==> config.mk <==
export PLATFORM = sky130hd
export DESIGN_NAME = poe_power_monitor_flat
export DESIGN_NICKNAME = d
export VERILOG_FILES = /design/src/hdl/ppm_pkg.sv /design/src/hdl/ppm_in_if.sv /design/src/hdl/ppm_out_if.sv /design/src/hdl/poe_power_monitor.sv /design/src/hdl/ppm_debounce.sv /design/src/flat_wrapper.sv
export VERILOG_INCLUDE_DIRS = /design/src /design/src/hdl
export SDC_FILE = /design/constraint.sdc
export NUM_CORES = 1
export LEC_CHECK = 0
export ABC_CLOCK_PERIOD_IN_PS = 15900
export BUFFER_PORTS_ARGS = -buffer_cell sky130_fd_sc_hd__buf_2
export CORE_MARGIN = 5
export CORE_UTILIZATION = 60
export DETAILED_ROUTE_END_ITERATION = 12
export GPL_TIMING_DRIVEN = 0
export PLACE_DENSITY = 0.91
export SKIP_LAST_GASP = 1
export SYNTH_ARGS = -nofsm -noshare
export SYNTH_HDL_FRONTEND = slang
export SYNTH_SLANG_ARGS = --single-unit
==> constraint.sdc <==
create_clock -name clk_i -period 15.9 [get_ports clk_i]
set_clock_uncertainty 0.1 [all_clocks]
set_input_delay 1.59 -clock clk_i [delete_from_list [all_inputs] [get_ports clk_i]]
set_output_delay 1.59 -clock clk_i [all_outputs]
set_load 0.005 [all_outputs]
==> src/hdl/poe_power_monitor_assert.svh <==
// ----------------------------------------------------------------------------
// poe power monitor assertion macros
// Shared concurrent assertion forms, clocked on clk_i, quiet during reset.
// ----------------------------------------------------------------------------
`ifndef POE_POWER_MONITOR_ASSERT_SVH
`define POE_POWER_MONITOR_ASSERT_SVH

// same-cycle implication
`define PPM_ASSERT_NOW(lbl, ante, cons) \
  lbl: assert property (@(posedge clk_i) disable iff (!rst_ni) (ante) |-> (cons)) \
    else $error("poe_power_monitor: same-cycle check failed");

// next-cycle implication
`define PPM_ASSERT_NEXT(lbl, ante, cons) \
  lbl: assert property (@(posedge clk_i) disable iff (!rst_ni) (ante) |=> (cons)) \
    else $error("poe_power_monitor: next-cycle check failed");

`endif

==> src/hdl/ppm_pkg.sv <==
// ----------------------------------------------------------------------------
// ppm_pkg
// Types and constants shared by the power monitor modules.
// ----------------------------------------------------------------------------
package ppm_pkg;

  localparam int DEBOUNCE_COUNT_DEF = 5;
  localparam int SAMPLE_WIDTH_DEF   = 16;

  localparam int MV_W     = 16;  // register and median width
  localparam int BUDGET_W = 12;
  localparam int APB_AW   = 3;
  localparam int APB_DW   = 32;

  localparam logic [MV_W-1:0] VBUS_MIN_RST  = 16'd36000;
  localparam logic [MV_W-1:0] VBUS_HYST_RST = 16'd1000;

  localparam logic [BUDGET_W-1:0] BUDGET_NONE_CW  = 12'd0;
  localparam logic [BUDGET_W-1:0] BUDGET_TYPE1_CW = 12'd1295;
  localparam logic [BUDGET_W-1:0] BUDGET_TYPE2_CW = 12'd2550;

  typedef enum logic [1:0] {
    CLS_NONE  = 2'd0,
    CLS_TYPE1 = 2'd1,
    CLS_TYPE2 = 2'd2
  } ppm_class_e;

  // register index, taken from paddr[2]
  typedef enum logic {
    REG_VBUS_MIN  = 1'b0,
    REG_VBUS_HYST = 1'b1
  } ppm_reg_e;

  // debouncer status: confirmed value after this item and before it
  typedef struct packed {
    logic value;
    logic prev;
  } ppm_deb_t;

endpackage

==> src/hdl/ppm_in_if.sv <==
// ----------------------------------------------------------------------------
// ppm_in_if
// Sample tick channel: raw pins and three bus readings with read-ok flags.
// ----------------------------------------------------------------------------
interface ppm_in_if #(
  parameter int SAMPLE_WIDTH = ppm_pkg::SAMPLE_WIDTH_DEF
);
  logic                    valid;
  logic                    ready;
  logic                    cdb_level;
  logic                    t2p_level;
  logic [SAMPLE_WIDTH-1:0] vbus_a;
  logic [SAMPLE_WIDTH-1:0] vbus_b;
  logic [SAMPLE_WIDTH-1:0] vbus_c;
  logic                    a_valid;
  logic                    b_valid;
  logic                    c_valid;

  modport source (
    output valid, cdb_level, t2p_level, vbus_a, vbus_b, vbus_c, a_valid, b_valid, c_valid,
    input  ready
  );
  modport sink (
    input  valid, cdb_level, t2p_level, vbus_a, vbus_b, vbus_c, a_valid, b_valid, c_valid,
    output ready
  );
endinterface

==> src/hdl/ppm_out_if.sv <==
// ----------------------------------------------------------------------------
// ppm_out_if
// Status channel: debounced flags, class, budget and change events.
// ----------------------------------------------------------------------------
interface ppm_out_if;
  import ppm_pkg::*;

  logic                valid;
  logic                ready;
  logic                ready_res;
  logic [1:0]          source_class;
  logic                inrush_done_ok;
  logic                type2_ok;
  logic [MV_W-1:0]     vbus_median;
  logic                ready_rise;
  logic                ready_fall;
  logic                class_changed;
  logic                inrush_changed;
  logic                type2_changed;
  logic [BUDGET_W-1:0] budget_cw;

  modport source (
    output valid, ready_res, source_class, inrush_done_ok, type2_ok, vbus_median,
           ready_rise, ready_fall, class_changed, inrush_changed, type2_changed, budget_cw,
    input  ready
  );
  modport sink (
    input  valid, ready_res, source_class, inrush_done_ok, type2_ok, vbus_median,
           ready_rise, ready_fall, class_changed, inrush_changed, type2_changed, budget_cw,
    output ready
  );
endinterface

==> src/hdl/poe_power_monitor.sv <==
// ----------------------------------------------------------------------------
// poe_power_monitor
// Debounced, hysteretic power-source monitor with class and budget report.
// ----------------------------------------------------------------------------
// Usage: each item on item_in is one sample tick carrying the power-good pin,
// the active-low class pin and three bus readings with read-ok flags. Each
// item yields exactly one status item on item_out: the median reading, the
// debounced ready, power-good and class flags, the source class, the power
// budget and edge events.
// Acceptance reaches a valid status item through the input register, then
// the result register; one item is taken every cycle while item_out is not
// stalled. The debouncer and class state advances as an item moves into the
// result register.
// A stall on item_out holds the result register and then the input register;
// item_in.ready drops only when both are full.
// After reset the thresholds are 36000 mV and 1000 mV of hysteresis, and the
// first item only primes the debouncers: its status carries the median and
// zeros elsewhere. Thresholds are written over the APB port at 0x0 and 0x4;
// the user must write them while no item is in flight; the block has no check.
// ----------------------------------------------------------------------------
`include "poe_power_monitor_assert.svh"

module poe_power_monitor #(
  parameter int DEBOUNCE_COUNT = ppm_pkg::DEBOUNCE_COUNT_DEF,
  parameter int SAMPLE_WIDTH   = ppm_pkg::SAMPLE_WIDTH_DEF
) (
  input  logic                        clk_i,
  input  logic                        rst_ni,
  ppm_in_if.sink                      item_in,
  ppm_out_if.source                   item_out,
  input  logic                        psel,
  input  logic                        penable,
  input  logic                        pwrite,
  input  logic [ppm_pkg::APB_AW-1:0]  paddr,
  input  logic [ppm_pkg::APB_DW-1:0]  pwdata,
  output logic [ppm_pkg::APB_DW-1:0]  prdata,
  output logic                        pready
);
  import ppm_pkg::*;

  localparam int SW = SAMPLE_WIDTH;
  localparam int CW = ((SW > MV_W) ? SW : MV_W) + 2;  // signed compare width

  // ---------------- configuration ----------------
  logic [MV_W-1:0] vbus_min_q, vbus_hyst_q;
  ppm_reg_e        reg_sel;
  logic            cfg_wr;

  assign pready  = 1'b1;
  assign reg_sel = ppm_reg_e'(paddr[2]);
  assign cfg_wr  = psel && penable && pwrite && pready;

  always_ff @(posedge clk_i or negedge rst_ni) begin
    if (!rst_ni) begin
      vbus_min_q  <= VBUS_MIN_RST;
      vbus_hyst_q <= VBUS_HYST_RST;
    end else if (cfg_wr) begin
      case (reg_sel)
        REG_VBUS_MIN:  vbus_min_q  <= pwdata[MV_W-1:0];
        REG_VBUS_HYST: vbus_hyst_q <= pwdata[MV_W-1:0];
        default: ;
      endcase
    end
  end

  always_comb begin
    case (reg_sel)
      REG_VBUS_MIN:  prdata = APB_DW'(vbus_min_q);
      REG_VBUS_HYST: prdata = APB_DW'(vbus_hyst_q);
      default:       prdata = '0;
    endcase
  end

  // ---------------- input register ----------------
  logic          s1_valid_q;
  logic          s1_cdb_q, s1_t2p_q;
  logic [SW-1:0] s1_a_q, s1_b_q, s1_c_q;
  logic          out_can, s1_fire;

  assign out_can       = !item_out.valid || item_out.ready;
  assign s1_fire       = s1_valid_q && out_can;
  assign item_in.ready = !s1_valid_q || out_can;

  always_ff @(posedge clk_i or negedge rst_ni) begin
    if (!rst_ni) begin
      s1_valid_q <= 1'b0;
    end else if (item_in.ready) begin
      s1_valid_q <= item_in.valid;
    end
  end

  // failed readings count as zero
  always_ff @(posedge clk_i) begin
    if (item_in.ready && item_in.valid) begin
      s1_cdb_q <= item_in.cdb_level;
      s1_t2p_q <= item_in.t2p_level;
      s1_a_q   <= item_in.a_valid ? item_in.vbus_a : '0;
      s1_b_q   <= item_in.b_valid ? item_in.vbus_b : '0;
      s1_c_q   <= item_in.c_valid ? item_in.vbus_c : '0;
    end
  end

  // ---------------- evaluation ----------------
  logic          primed_q;
  ppm_class_e    prev_class_q;
  logic [SW-1:0] mn_ab, mx_ab, mid_hi, med;
  logic [CW-1:0] med_x;
  logic [CW-1:0] thr;
  logic          ok_raw;
  ppm_deb_t      cdb_st, t2p_st, ok_st;
  ppm_class_e    cls;
  logic [BUDGET_W-1:0] budget;

  assign mn_ab  = (s1_a_q < s1_b_q) ? s1_a_q : s1_b_q;
  assign mx_ab  = (s1_a_q < s1_b_q) ? s1_b_q : s1_a_q;
  assign mid_hi = (mx_ab < s1_c_q) ? mx_ab : s1_c_q;
  assign med    = (mn_ab > mid_hi) ? mn_ab : mid_hi;
  assign med_x  = CW'(med);

  // threshold drops by the hysteresis while the bus is confirmed ok
  assign thr    = CW'(vbus_min_q) - (ok_st.prev ? CW'(vbus_hyst_q) : '0);
  assign ok_raw = $signed(med_x) >= $signed(thr);

  ppm_debounce #(.DEBOUNCE_COUNT(DEBOUNCE_COUNT)) u_deb_cdb (
    .clk_i, .rst_ni, .step_i(s1_fire), .prime_i(!primed_q),
    .sample_i(s1_cdb_q), .status_o(cdb_st)
  );

  ppm_debounce #(.DEBOUNCE_COUNT(DEBOUNCE_COUNT)) u_deb_t2p (
    .clk_i, .rst_ni, .step_i(s1_fire), .prime_i(!primed_q),
    .sample_i(!s1_t2p_q), .status_o(t2p_st)
  );

  ppm_debounce #(.DEBOUNCE_COUNT(DEBOUNCE_COUNT)) u_deb_ok (
    .clk_i, .rst_ni, .step_i(s1_fire), .prime_i(!primed_q),
    .sample_i(ok_raw), .status_o(ok_st)
  );

  always_comb begin
    if (!ok_st.value) begin
      cls = CLS_NONE;
    end else if (t2p_st.value) begin
      cls = CLS_TYPE2;
    end else begin
      cls = CLS_TYPE1;
    end
    case (cls)
      CLS_TYPE1: budget = BUDGET_TYPE1_CW;
      CLS_TYPE2: budget = BUDGET_TYPE2_CW;
      default:   budget = BUDGET_NONE_CW;
    endcase
  end

  always_ff @(posedge clk_i or negedge rst_ni) begin
    if (!rst_ni) begin
      primed_q     <= 1'b0;
      prev_class_q <= CLS_NONE;
    end else if (s1_fire) begin
      primed_q <= 1'b1;
      if (primed_q) begin
        prev_class_q <= cls;
      end
    end
  end

  // ---------------- result register ----------------
  logic                out_valid_q;
  logic                res_ready_q, res_inrush_q, res_type2_q;
  logic [1:0]          res_class_q;
  logic [MV_W-1:0]     res_median_q;
  logic                res_rise_q, res_fall_q, res_cls_chg_q, res_inr_chg_q, res_t2_chg_q;
  logic [BUDGET_W-1:0] res_budget_q;

  always_ff @(posedge clk_i or negedge rst_ni) begin
    if (!rst_ni) begin
      out_valid_q <= 1'b0;
    end else if (out_can) begin
      out_valid_q <= s1_valid_q;
    end
  end

  always_ff @(posedge clk_i) begin
    if (s1_fire) begin
      res_median_q <= med_x[MV_W-1:0];
      if (primed_q) begin
        res_ready_q   <= ok_st.value;
        res_class_q   <= cls;
        res_inrush_q  <= cdb_st.value;
        res_type2_q   <= t2p_st.value;
        res_rise_q    <= ok_st.value && !ok_st.prev;
        res_fall_q    <= !ok_st.value && ok_st.prev;
        res_cls_chg_q <= cls != prev_class_q;
        res_inr_chg_q <= cdb_st.value != cdb_st.prev;
        res_t2_chg_q  <= t2p_st.value != t2p_st.prev;
        res_budget_q  <= budget;
      end else begin
        // priming item reports the median only
        res_ready_q   <= 1'b0;
        res_class_q   <= CLS_NONE;
        res_inrush_q  <= 1'b0;
        res_type2_q   <= 1'b0;
        res_rise_q    <= 1'b0;
        res_fall_q    <= 1'b0;
        res_cls_chg_q <= 1'b0;
        res_inr_chg_q <= 1'b0;
        res_t2_chg_q  <= 1'b0;
        res_budget_q  <= BUDGET_NONE_CW;
      end
    end
  end

  assign item_out.valid          = out_valid_q;
  assign item_out.ready_res      = res_ready_q;
  assign item_out.source_class   = res_class_q;
  assign item_out.inrush_done_ok = res_inrush_q;
  assign item_out.type2_ok       = res_type2_q;
  assign item_out.vbus_median    = res_median_q;
  assign item_out.ready_rise     = res_rise_q;
  assign item_out.ready_fall     = res_fall_q;
  assign item_out.class_changed  = res_cls_chg_q;
  assign item_out.inrush_changed = res_inr_chg_q;
  assign item_out.type2_changed  = res_t2_chg_q;
  assign item_out.budget_cw      = res_budget_q;

  // ---------------- assertions ----------------
  `PPM_ASSERT_NOW(a_budget_class, out_valid_q, (res_budget_q == BUDGET_NONE_CW) == (res_class_q == CLS_NONE))
  `PPM_ASSERT_NEXT(a_prime_quiet, s1_fire && !primed_q, !res_ready_q && !res_rise_q && !res_cls_chg_q)
  `PPM_ASSERT_NEXT(a_stall_holds, s1_valid_q && !out_can, s1_valid_q && out_valid_q)

endmodule

==> src/hdl/ppm_debounce.sv <==
// ----------------------------------------------------------------------------
// ppm_debounce
// Counting debouncer: a new level is confirmed once DEBOUNCE_COUNT samples in
// a row repeat the one that began the run; the run count saturates there.
// ----------------------------------------------------------------------------
module ppm_debounce #(
  parameter int DEBOUNCE_COUNT = ppm_pkg::DEBOUNCE_COUNT_DEF
) (
  input  logic              clk_i,
  input  logic              rst_ni,
  input  logic              step_i,
  input  logic              prime_i,
  input  logic              sample_i,
  output ppm_pkg::ppm_deb_t status_o
);
  import ppm_pkg::*;

  localparam int              CNT_W  = $clog2(DEBOUNCE_COUNT + 1);
  localparam logic [CNT_W-1:0] CNT_MAX = CNT_W'(DEBOUNCE_COUNT);

  logic             last_q, last_d;
  logic             conf_q, conf_d;
  logic [CNT_W-1:0] cnt_q, cnt_d;

  always_comb begin
    last_d = last_q;
    cnt_d  = cnt_q;
    conf_d = conf_q;
    if (prime_i) begin
      // first item after reset only loads the sample
      last_d = sample_i;
    end else begin
      if (sample_i == last_q) begin
        if (cnt_q < CNT_MAX) begin
          cnt_d = cnt_q + 1'b1;
        end
      end else begin
        cnt_d  = '0;
        last_d = sample_i;
      end
      if (cnt_d >= CNT_MAX) begin
        conf_d = sample_i;
      end
    end
  end

  always_ff @(posedge clk_i or negedge rst_ni) begin
    if (!rst_ni) begin
      last_q <= 1'b0;
      conf_q <= 1'b0;
      cnt_q  <= '0;
    end else if (step_i) begin
      last_q <= last_d;
      conf_q <= conf_d;
      cnt_q  <= cnt_d;
    end
  end

  assign status_o.value = conf_d;
  assign status_o.prev  = conf_q;

endmodule
==> src/flat_wrapper.sv <==
// flat-port wrapper written by rule: the top's interface ports become plain ports
module poe_power_monitor_flat import ppm_pkg::*;
#(
  parameter int DEBOUNCE_COUNT = ppm_pkg::DEBOUNCE_COUNT_DEF,
  parameter int SAMPLE_WIDTH   = ppm_pkg::SAMPLE_WIDTH_DEF
)
  (clk_i, rst_ni, psel, penable, pwrite, paddr, pwdata, prdata, pready, item_in_valid, item_in_cdb_level, item_in_t2p_level, item_in_vbus_a, item_in_vbus_b, item_in_vbus_c, item_in_a_valid, item_in_b_valid, item_in_c_valid, item_in_ready, item_out_valid, item_out_ready_res, item_out_source_class, item_out_inrush_done_ok, item_out_type2_ok, item_out_vbus_median, item_out_ready_rise, item_out_ready_fall, item_out_class_changed, item_out_inrush_changed, item_out_type2_changed, item_out_budget_cw, item_out_ready);
  ppm_in_if #(.SAMPLE_WIDTH(SAMPLE_WIDTH)) item_in_i ();
  ppm_out_if item_out_i ();
  input  logic clk_i;
  input  logic rst_ni;
  input  logic psel;
  input  logic penable;
  input  logic pwrite;
  input  logic [ppm_pkg::APB_AW-1:0] paddr;
  input  logic [ppm_pkg::APB_DW-1:0] pwdata;
  output logic [ppm_pkg::APB_DW-1:0] prdata;
  output logic pready;
  input wire logic [$bits(item_in_i.valid)-1:0] item_in_valid;
  input wire logic [$bits(item_in_i.cdb_level)-1:0] item_in_cdb_level;
  input wire logic [$bits(item_in_i.t2p_level)-1:0] item_in_t2p_level;
  input wire logic [$bits(item_in_i.vbus_a)-1:0] item_in_vbus_a;
  input wire logic [$bits(item_in_i.vbus_b)-1:0] item_in_vbus_b;
  input wire logic [$bits(item_in_i.vbus_c)-1:0] item_in_vbus_c;
  input wire logic [$bits(item_in_i.a_valid)-1:0] item_in_a_valid;
  input wire logic [$bits(item_in_i.b_valid)-1:0] item_in_b_valid;
  input wire logic [$bits(item_in_i.c_valid)-1:0] item_in_c_valid;
  output wire logic [$bits(item_in_i.ready)-1:0] item_in_ready;
  output wire logic [$bits(item_out_i.valid)-1:0] item_out_valid;
  output wire logic [$bits(item_out_i.ready_res)-1:0] item_out_ready_res;
  output wire logic [$bits(item_out_i.source_class)-1:0] item_out_source_class;
  output wire logic [$bits(item_out_i.inrush_done_ok)-1:0] item_out_inrush_done_ok;
  output wire logic [$bits(item_out_i.type2_ok)-1:0] item_out_type2_ok;
  output wire logic [$bits(item_out_i.vbus_median)-1:0] item_out_vbus_median;
  output wire logic [$bits(item_out_i.ready_rise)-1:0] item_out_ready_rise;
  output wire logic [$bits(item_out_i.ready_fall)-1:0] item_out_ready_fall;
  output wire logic [$bits(item_out_i.class_changed)-1:0] item_out_class_changed;
  output wire logic [$bits(item_out_i.inrush_changed)-1:0] item_out_inrush_changed;
  output wire logic [$bits(item_out_i.type2_changed)-1:0] item_out_type2_changed;
  output wire logic [$bits(item_out_i.budget_cw)-1:0] item_out_budget_cw;
  input wire logic [$bits(item_out_i.ready)-1:0] item_out_ready;
  assign item_in_i.valid = item_in_valid;
  assign item_in_i.cdb_level = item_in_cdb_level;
  assign item_in_i.t2p_level = item_in_t2p_level;
  assign item_in_i.vbus_a = item_in_vbus_a;
  assign item_in_i.vbus_b = item_in_vbus_b;
  assign item_in_i.vbus_c = item_in_vbus_c;
  assign item_in_i.a_valid = item_in_a_valid;
  assign item_in_i.b_valid = item_in_b_valid;
  assign item_in_i.c_valid = item_in_c_valid;
  assign item_in_ready = item_in_i.ready;
  assign item_out_valid = item_out_i.valid;
  assign item_out_ready_res = item_out_i.ready_res;
  assign item_out_source_class = item_out_i.source_class;
  assign item_out_inrush_done_ok = item_out_i.inrush_done_ok;
  assign item_out_type2_ok = item_out_i.type2_ok;
  assign item_out_vbus_median = item_out_i.vbus_median;
  assign item_out_ready_rise = item_out_i.ready_rise;
  assign item_out_ready_fall = item_out_i.ready_fall;
  assign item_out_class_changed = item_out_i.class_changed;
  assign item_out_inrush_changed = item_out_i.inrush_changed;
  assign item_out_type2_changed = item_out_i.type2_changed;
  assign item_out_budget_cw = item_out_i.budget_cw;
  assign item_out_i.ready = item_out_ready;
  poe_power_monitor #(.DEBOUNCE_COUNT(DEBOUNCE_COUNT), .SAMPLE_WIDTH(SAMPLE_WIDTH)) u_core (.clk_i(clk_i), .rst_ni(rst_ni), .item_in(item_in_i), .item_out(item_out_i), .psel(psel), .penable(penable), .pwrite(pwrite), .paddr(paddr), .pwdata(pwdata), .prdata(prdata), .pready(pready));
endmodule
==> results of run 1 <==
-- per-stage QoR --
stage               power [uW]  area (um^2)  hold slack, ns  util [%]  worst slack (ns)
CTS                       1600        10100           0.400      72.5              6.59
floorplan                 1020         8580           0.357         -              8.23
global route              1720        10100           0.411      72.5              5.98
finish                    1600        10100           0.400      72.5              6.47
global placement          1180         9460           0.374      68.1              7.06
detailed placement        1210         9480           0.389      68.3              6.74
-- cell usage after synthesis, drive strengths merged, types with 3 or more instances --
| cell | instances | area (um^2) |
|---|---|---|
| edfxtp | 77 | 2310 |
| nand4 | 14 | 87.6 |
| nor2b | 3 | 18.8 |
| a211o | 4 | 35.0 |
| clkbuf | 16 | 60.1 |
| nor2 | 25 | 93.8 |
| nand2 | 64 | 240 |
| mux2 | 65 | 732 |
| a41oi | 3 | 26.3 |
| xnor2 | 10 | 87.6 |
| or2 | 6 | 37.5 |
| a21o | 14 | 105 |
| dfstp | 11 | 289 |
| o21ai | 83 | 423 |
| and4 | 3 | 26.3 |
| nor3 | 11 | 55.1 |
| nand3 | 10 | 50.1 |
| o211ai | 4 | 30.0 |
| nand2b | 14 | 87.6 |
| buf | 36 | 269 |
| xor2 | 7 | 61.3 |
| mux2i | 20 | 226 |
| and2 | 52 | 325 |
| nor4 | 3 | 18.8 |
| a21oi | 52 | 272 |
| inv | 47 | 176 |
| dfrtp | 41 | 1030 |
| ha | 81 | 1010 |
| a211oi | 4 | 42.5 |
| o21a | 5 | 37.5 |
-- worst register-to-register path, delay by kind of cell (launching register included) --
kind	cells	cell delay (ns)
flops	1	0.45
compound gates	14	3.53
simple gates	12	2.23
buf+inv	6	1.38
fa+ha+maj	4	1.28
mux	1	0.25
-- registers in the layout, indices dropped and copies added, names as in the netlist, 2 cells and up --
signal                       count
u_core.vbus_min_q               16
u_core.vbus_hyst_q              16
u_core.u_deb_ok.cnt_q            3
u_core.s1_a_q                   16
u_core.u_deb_cdb.cnt_q           3
u_core.s1_b_q                   16
u_core.prev_class_q              2
u_core.item_out.vbus_median     16
u_core.item_out.budget_cw        3
u_core.u_deb_t2p.cnt_q           3
u_core.s1_c_q                   16
-- logic make-up after synthesis --
group | share of synthesized area, %
flops | 42.6
xor+xnor | 1.75
other cells | 0.0881
buf+inv | 6.02
compound gates | 13.2
fa+ha+maj | 12.1
mux | 11.2
simple gates | 13.0
-- layout make-up --
cell class	count	area share, %
Clock buffer	24	5.32
Inverter	49	1.83
Multi-Input combinational cell	601	44.2
Clock inverter	8	0.448
Sequential cell	129	36.1
Buffer	52	3.27
Timing Repair Buffer	131	6.67
Tap cell	180	2.24
-- report_power, final --
group | switching, uW | internal, uW
registers | 51.0 | 448
logic | 396 | 329
clock network | 141 | 234
total | 587 | 1010
-- metal layers --
| metal | global-route usage [%] | share of wire (%) | wire (um) | vias up |
|---|---|---|---|---|
| met5 | 0 | 0 | 0 | - |
| li1 | - | - | - | 3245 |
| met2 | 40.8 | 49 | 9460 | 260 |
| met1 | 29.7 | 41 | 8050 | 3177 |
| met3 | 5.19 | 7.4 | 1440 | 53 |
| met4 | 9.51 | 2.7 | 534 | 0 |
-- worst min-delay path by stage --
stage / end / cells after the start / start / slack, ns
after detailed placement: u_core.item_out.valid$_DFFE_PN0P_ / 1 / u_core.s1_valid_q$_DFFE_PN0N_ / 0.39
after global placement: u_core.item_out.valid$_DFFE_PN0P_ / 1 / u_core.s1_valid_q$_DFFE_PN0N_ / 0.37
after global routing: u_core.vbus_min_q[0]$_DFFE_PN0P_ / 1 / u_core.vbus_min_q[0]$_DFFE_PN0P_ / 0.41
after floorplan: u_core.item_out.valid$_DFFE_PN0P_ / 1 / u_core.s1_valid_q$_DFFE_PN0N_ / 0.36
after CTS: u_core.item_out.valid$_DFFE_PN0P_ / 1 / u_core.s1_valid_q$_DFFE_PN0N_ / 0.40
final: u_core.item_out.valid$_DFFE_PN0P_ / 1 / u_core.s1_valid_q$_DFFE_PN0N_ / 0.40
==> out/results.env, run 1 <==
OUTCOME='finished, final reports clean'
SYN2LAYOUT_AREA_GROWTH_PCT=18.0
ROUTE.ANTENNA.REMAINING_NETS=0
FINAL-INSTANCE-COUNT-EXCL-FILL=1174
MAX_CAP_VIOLATIONS=0
CP_DATA_ARRIVAL_TIME_NS=9.51
WL_PER_CELL_UM=16.6
REG2REG_TO='u_core.item_out.ready_fall$_SDFFCE_PN0P_'
HOLD_PATH_CLASS='flip-flop to flip-flop'
P_LEAK_uW=0.00456
GRT_MAX_DEGREE=53
CPPEAKSTAGEDELAY_NS=0.58
ROUTE.DETAILED.DRC=0
FINAL_CELL_MIX='134 x sky130_fd_sc_hd__buf_2, 81 x sky130_fd_sc_hd__ha_1, 77 x sky130_fd_sc_hd__edfxtp_1, 65 x sky130_fd_sc_hd__mux2_2'
ROUTED-VIA-COUNT=6735
GRT_ANTENNA_BEFORE_REPAIR=0
CTSLONGESTPATHBUFFERS=2
DIE_Y_UM=129
YS_SEQ_ELEMENTS=129
ASYNC_S_R_FF_SHARE_SYNTH_PCT=40.3
SYNTH_EDF_COUNT=77
IRDROPWORSTVDD_uV=99.2
SETUP_CRIT_START='u_core.s1_a_q[4]$_SDFFCE_PN0P_'
PLACER_S_FINAL_ROUTABILITY_CONGESTION_ESTIMATE=0.946
GRT_REMAINING_OVERFLOW=0
H-TREE-DEPTH=4
CP-ENDPOINT='u_core.item_out.ready_fall$_SDFFCE_PN0P_'
GRTUSAGETOTAL_PCT=23.9
TOTALWIRELENGTH_UM=19500
DR.FIRST_ITER.DRC_COUNT=631
MAX-SLEW-MARGIN-REL_PCT=22.3
CP_DATA_REQUIRED_TIME_NS=15.98
POST_SYNTH_DESIGN_CELL_AREA_MM2=0.00852
CTS_SINKS=129
CLK-INSERTION-DELAY-LATE_NS=0.42
WIRE_LENGTH_OF_THE_FIRST_GLOBAL_ROUTING_PASS_UM=31600
TOTALNEGATIVESETUPSLACK_NS=0
NUM_ROWS=43
LAYOUT.CELLS.MOST_COMMON='sky130_fd_sc_hd__buf_2'
FOOTPRINT_OF_THE_MULTI_INPUT_GATES_MM2=0.00444
FINAL_MIN_PERIOD_OVER_CLOCK_PERIOD_PCT=59.3
FP.DIEAREA_MM2=0.0167
INITIAL_CORE_UTIL_PCT=61.4
NUM_CTS_BUFFERS=17
DPL.HPWL_UM=14600
TIMING.FINAL.MAX_SLEW_VIOLATIONS=0
PLACED_CELL_COUNT=1142
SYN-MEAN-INSTANCE-AREA_UM2=10.5
CP_TOP_FAMILY='compound AO/OA/AOI/OAI gates'
CP.BUFFERS_INVERTERS=6
LAYOUT.FILLER_CELLS=951
DRT_PRE_ANTENNA_ITERS=6
YOSYS.CELL_TYPES.COUNT=61
R2R_SLACK_NS=6.47
TOTAL_OF_HOLD_BUFFERS_INSERTED_AFTER_CLOCK_TREE_SYNTHESIS=0
DRIVE_GT1_SHARE_PCT=29.5
BUFFER_PORTS.INSERTED=130
SYNTH-MAIN-FF-CELL='sky130_fd_sc_hd__edfxtp_1'
SEQ_AREA_MM2=0.00363
POST_CTS_RESIZE_COUNT=0
POWER_DENSITY_mW_PER_MM2=159
HOLD_VIOL=0
TIMING.FINAL.SETUP_VIOLATIONS=0
TOP_LEVEL_PINS=168
CRITICAL_PATH.SLOWEST_CELL='sky130_fd_sc_hd__a2111oi_0'
PATH_CLASS='flip-flop to flip-flop'
YOSYS_WARNINGS=0
CTS_SETUP_BUFFERS=0
DIE_WIDTH_UM=129
MAXCLOCKFREQUENCY_GHz=0.106
CTS_TREE='done'
CLKSLEWWORSTSETUPHOLDPATHS_NS=0.05
CLOCK-ROOT-BUFFER='sky130_fd_sc_hd__clkbuf_16'
NUMBER_OF_NETS_IN_THE_FINAL_LAYOUT=1158
CRITICAL_PATH.ENDPOINT_TYPE='flip-flop'
GRT_PASS1_VIAS=6709
CP_COMMON_CELL='sky130_fd_sc_hd__ha_1'
FINALCRITICALPERIOD_NS=9.43
CRIT_FANOUT=10
WORST-R2R-CELL-COUNT=37
PATH_DEPTH=37
CRIT_PATH_START_KIND='flip-flop'
WORSTMARGINPINSLEW_NS=1.16
SEQ_AREA_FRAC_SYNTH_PCT=42.6
POSTSYNTHCELLCOUNT=815
CORE_AREA_MM2=0.0139
ANTENNA_CELLS_INSERTED=0
VIA_DENSITY_PER_INSTANCE=5.74
WORSTREG2REGSTART='u_core.s1_a_q[4]$_SDFFCE_PN0P_'
UNREPAIRED_SETUP_ENDPOINTS_AFTER_GLOBAL_ROUTING='no'
Note: power is estimated with default switching activity, not from simulation.
==> inputs of run 2 (changes only) <==
Settings changed: ABC_CLOCK_PERIOD_IN_PS 15900 to 8500, CORE_UTILIZATION 60 to 51, PLACE_DENSITY 0.91 to 0.83.
Clock period 15.9 ns to 8.5 ns, I/O delays scaled along.
==> run 2 against run 1 <==
  * Via count decreased by 1.3%
  * Final cell count increased by 3.8%
  * Non-clock buffer count increased by 5
  * Cell area increased by 2.1%
  * Sequential power increased by 87%
  * Power increased by 88%
  * Combinational power increased by 93%
  * Largest power group unchanged
  * Count of clock-buffer cells in the layout decreased by 2
  * Register-to-register slack got worse by 6.2 ns
  * Fmax increased by 15%
  * Largest cell class unchanged
==> out/results.env, run 2 (synthesis results as in run 1) <==
OUTCOME='finished, final reports clean'
TOTAL_INTERNAL_POWER_uW=1900  # +88%
TOTAL_OF_HOLD_BUFFERS_INSERTED_AFTER_CLOCK_TREE_SYNTHESIS=0  # unchanged
CLKSLEWWORSTSETUPHOLDPATHS_NS=0.05  # about the same
MAX-SLEW-MARGIN-REL_PCT=28.6  # +6.3 points
TIMING.FINAL.SETUP_VIOLATIONS=0  # unchanged
CP_DATA_ARRIVAL_TIME_NS=8.27  # -1.24 ns
DIE_WIDTH_UM=139  # +7.8%
FINALCRITICALPERIOD_NS=8.20  # -1.23 ns
SWITCHING_PART_OF_THE_TOTAL_PCT=36.9  # +0.19 points
CLOCK_GROUP_SHARE_OF_TOTAL_POWER_PCT=22.5  # -0.9 points
FINAL_CELL_MIX='133 x sky130_fd_sc_hd__buf_2, 81 x sky130_fd_sc_hd__ha_1, 77 x sky130_fd_sc_hd__edfxtp_1, 65 x sky130_fd_sc_hd__mux2_2, 63 x sky130_fd_sc_hd__nand2_1'
IRDROPWORSTVDD_uV=187  # +89%
FP.DIEAREA_MM2=0.0194  # +16%
GRT_REMAINING_OVERFLOW=0  # unchanged
CP_DATA_REQUIRED_TIME_NS=8.57  # -7.41 ns
DRT_PRE_ANTENNA_ITERS=5  # -1
TOTALWIRELENGTH_UM=19500  # +0.22%
VIA_DENSITY_PER_INSTANCE=5.45  # -4.9%
CRITICAL_PATH.ENDPOINT_TYPE='flip-flop'
P_LEAK_uW=0.00461  # +1.2%
CLK-INSERTION-DELAY-LATE_NS=0.42  # about the same
ROUTE.ANTENNA.REMAINING_NETS=0  # unchanged
CTS_SINKS=129  # unchanged
FINAL_MIN_PERIOD_OVER_CLOCK_PERIOD_PCT=96.5  # +37 points
DR.FIRST_ITER.DRC_COUNT=471  # -25%
LAYOUT.FILLER_CELLS=1333  # +40%
TOP_LEVEL_PINS=168  # unchanged
CRIT_PATH_START_KIND='flip-flop'
CTSLONGESTPATHBUFFERS=2  # unchanged
WL_PER_CELL_UM=16.0  # -3.5%
PLACER_S_FINAL_ROUTABILITY_CONGESTION_ESTIMATE=0.916  # -3.2%
CLOCK-ROOT-BUFFER='sky130_fd_sc_hd__clkbuf_16'
SEQUENTIALPOWERSHARE_PCT=31.0  # -0.2 points
POWER_DENSITY_mW_PER_MM2=293  # +84%
NETSWITCHINGPOWER_uW=1110  # +89%
PRE_CTS_SLACK_NS=-0.592  # -7.33 ns
H-TREE-DEPTH=4  # unchanged
MAXCLOCKFREQUENCY_GHz=0.122  # +15%
BUFFER_PORTS.INSERTED=130  # unchanged
WIRE_LENGTH_OF_THE_FIRST_GLOBAL_ROUTING_PASS_UM=32200  # +1.9%
CRITICAL_PATH.SLOWEST_CELL='sky130_fd_sc_hd__a311o_2'
SYN2LAYOUT_AREA_GROWTH_PCT=20.5
SEQ_AREA_MM2=0.00363  # unchanged
WORSTMARGINPINSLEW_NS=1.06  # -0.101 ns
ANTENNA_CELLS_INSERTED=0  # unchanged
WORST-R2R-CELL-COUNT=37  # unchanged
NUM_ROWS=47  # +9.3%
DPL.HPWL_UM=14700  # +1.0%
CTS_TREE='done'
GRTUSAGETOTAL_PCT=20.4  # -3.5 points
TIMING.FINAL.MAX_SLEW_VIOLATIONS=0  # unchanged
HOLD_VIOL=0  # unchanged
DIE_Y_UM=139  # +7.8%
CORE_AREA_MM2=0.0165  # +19%
CPPEAKSTAGEDELAY_NS=0.46  # -0.12 ns
NUMBER_OF_NETS_IN_THE_FINAL_LAYOUT=1163  # +0.43%
COMBPWRFRAC_PCT=46.5  # +1.2 points
ROUTED-VIA-COUNT=6648  # -1.3%
PATH_CLASS='flip-flop to flip-flop'
CP_COMMON_CELL='sky130_fd_sc_hd__ha_1'
TIMING.FINAL.WS_SETUP_NS=0.301  # -6.17 ns
ROUTE.DETAILED.DRC=0  # unchanged
GRT_ANTENNA_BEFORE_REPAIR=0  # unchanged
HOLD_PATH_CLASS='primary input to asynchronous set/reset pin'
NUM_CTS_BUFFERS=17  # unchanged
LAYOUT.CELLS.MOST_COMMON='sky130_fd_sc_hd__buf_2'
GRT_MAX_DEGREE=53  # unchanged
DRIVE_GT1_SHARE_PCT=31.9  # +2.5 points
MAX_CAP_VIOLATIONS=0  # unchanged
CRIT_FANOUT=10  # unchanged
FOOTPRINT_OF_THE_MULTI_INPUT_GATES_MM2=0.00456  # +2.6%
POST-ROUTE-UTIL_PCT=62.3  # -10 points
INITIAL_CORE_UTIL_PCT=51.8  # -9.6 points
GRT_PASS1_VIAS=6807  # +1.5%
[run 2: path summary, 6_finish.rpt]
check | start | end | slack [ns]
max reg2reg | u_core.s1_b_q[5]$_SDFFCE_PN0P_ | u_core.item_out.ready_fall$_SDFFCE_PN0P_ | 0.30
min reg2reg | u_core.s1_valid_q$_DFFE_PN0N_ | u_core.item_out.valid$_DFFE_PN0P_ | 0.40
max | u_core.s1_b_q[5]$_SDFFCE_PN0P_ | u_core.item_out.ready_fall$_SDFFCE_PN0P_ | 0.30
min in group clk_i | u_core.s1_valid_q$_DFFE_PN0N_ | u_core.item_out.valid$_DFFE_PN0P_ | 0.40
max in group asynchronous | rst_ni | u_core.vbus_min_q[5]$_DFFE_PN1P_ | 7.45
min | rst_ni | u_core.u_deb_cdb.last_q$_DFFE_PN0P_ | 0.25
[run 2: metal layers]
| metal | global-route usage [%] | wire length [um] | part of all wire (%) | vias up |
|---|---|---|---|---|
| met5 | 0 | 0 | 0 | - |
| met4 | 6.75 | 431 | 2.2 | 0 |
| met3 | 5.35 | 1280 | 6.5 | 39 |
| met2 | 33.6 | 9360 | 48 | 247 |
| met1 | 26.3 | 8460 | 43 | 3106 |
| li1 | - | - | - | 3256 |
[run 2: per-stage QoR]
stage	instance area [um^2]	cells	hold slack, ns	TNS (ns)	power [uW]
final	10300	1219	0.250	0	3010
after global routing	10300	1219	0.254	-0.144	3240
after CTS	10100	1215	0.398	0	2980
after detailed placement	9530	1182	0.386	-5.12	2270
after global placement	9510	1181	0.375	-1.59	2220
after floorplan	8580	831	0.357	0	1900
[run 2: power groups by stage]
stage	Clock (uW)	Sequential, uW	Combinational [uW]
3_5_place_dp	0	941	1330
5_1_grt	724	950	1560
6_report	676	933	1400
4_1_cts	689	932	1360
2_1_floorplan	0	919	986
3_3_place_gp	0	938	1280
[run 2: final cells by class]
cell class,instances,area share [%]
inverter,49,1.79
tap,220,2.68
buffer,51,3.38
clock inverter,10,0.804
multi-input combinational,601,44.4
timing repair buffer,137,7.09
sequential,129,35.3
clock buffer,22,4.52
[run 2: what timing repair did]
action                                  in CTS  in global routing
endpoints found under the setup margin      14                 14
endpoints found under the hold margin        0                  0
pin swaps                                    4                  8
gates resized for setup                     13                 33
buffers inserted                             2                  3
[run 2: critical path: cells and delay by family (launching register included)]
kind | cells | cell delay [ns]
compound gates | 15 | 3.19
fa+ha+maj | 4 | 1.20
buf+inv | 6 | 1.05
flops | 1 | 0.39
mux | 1 | 0.26
simple gates | 11 | 1.74
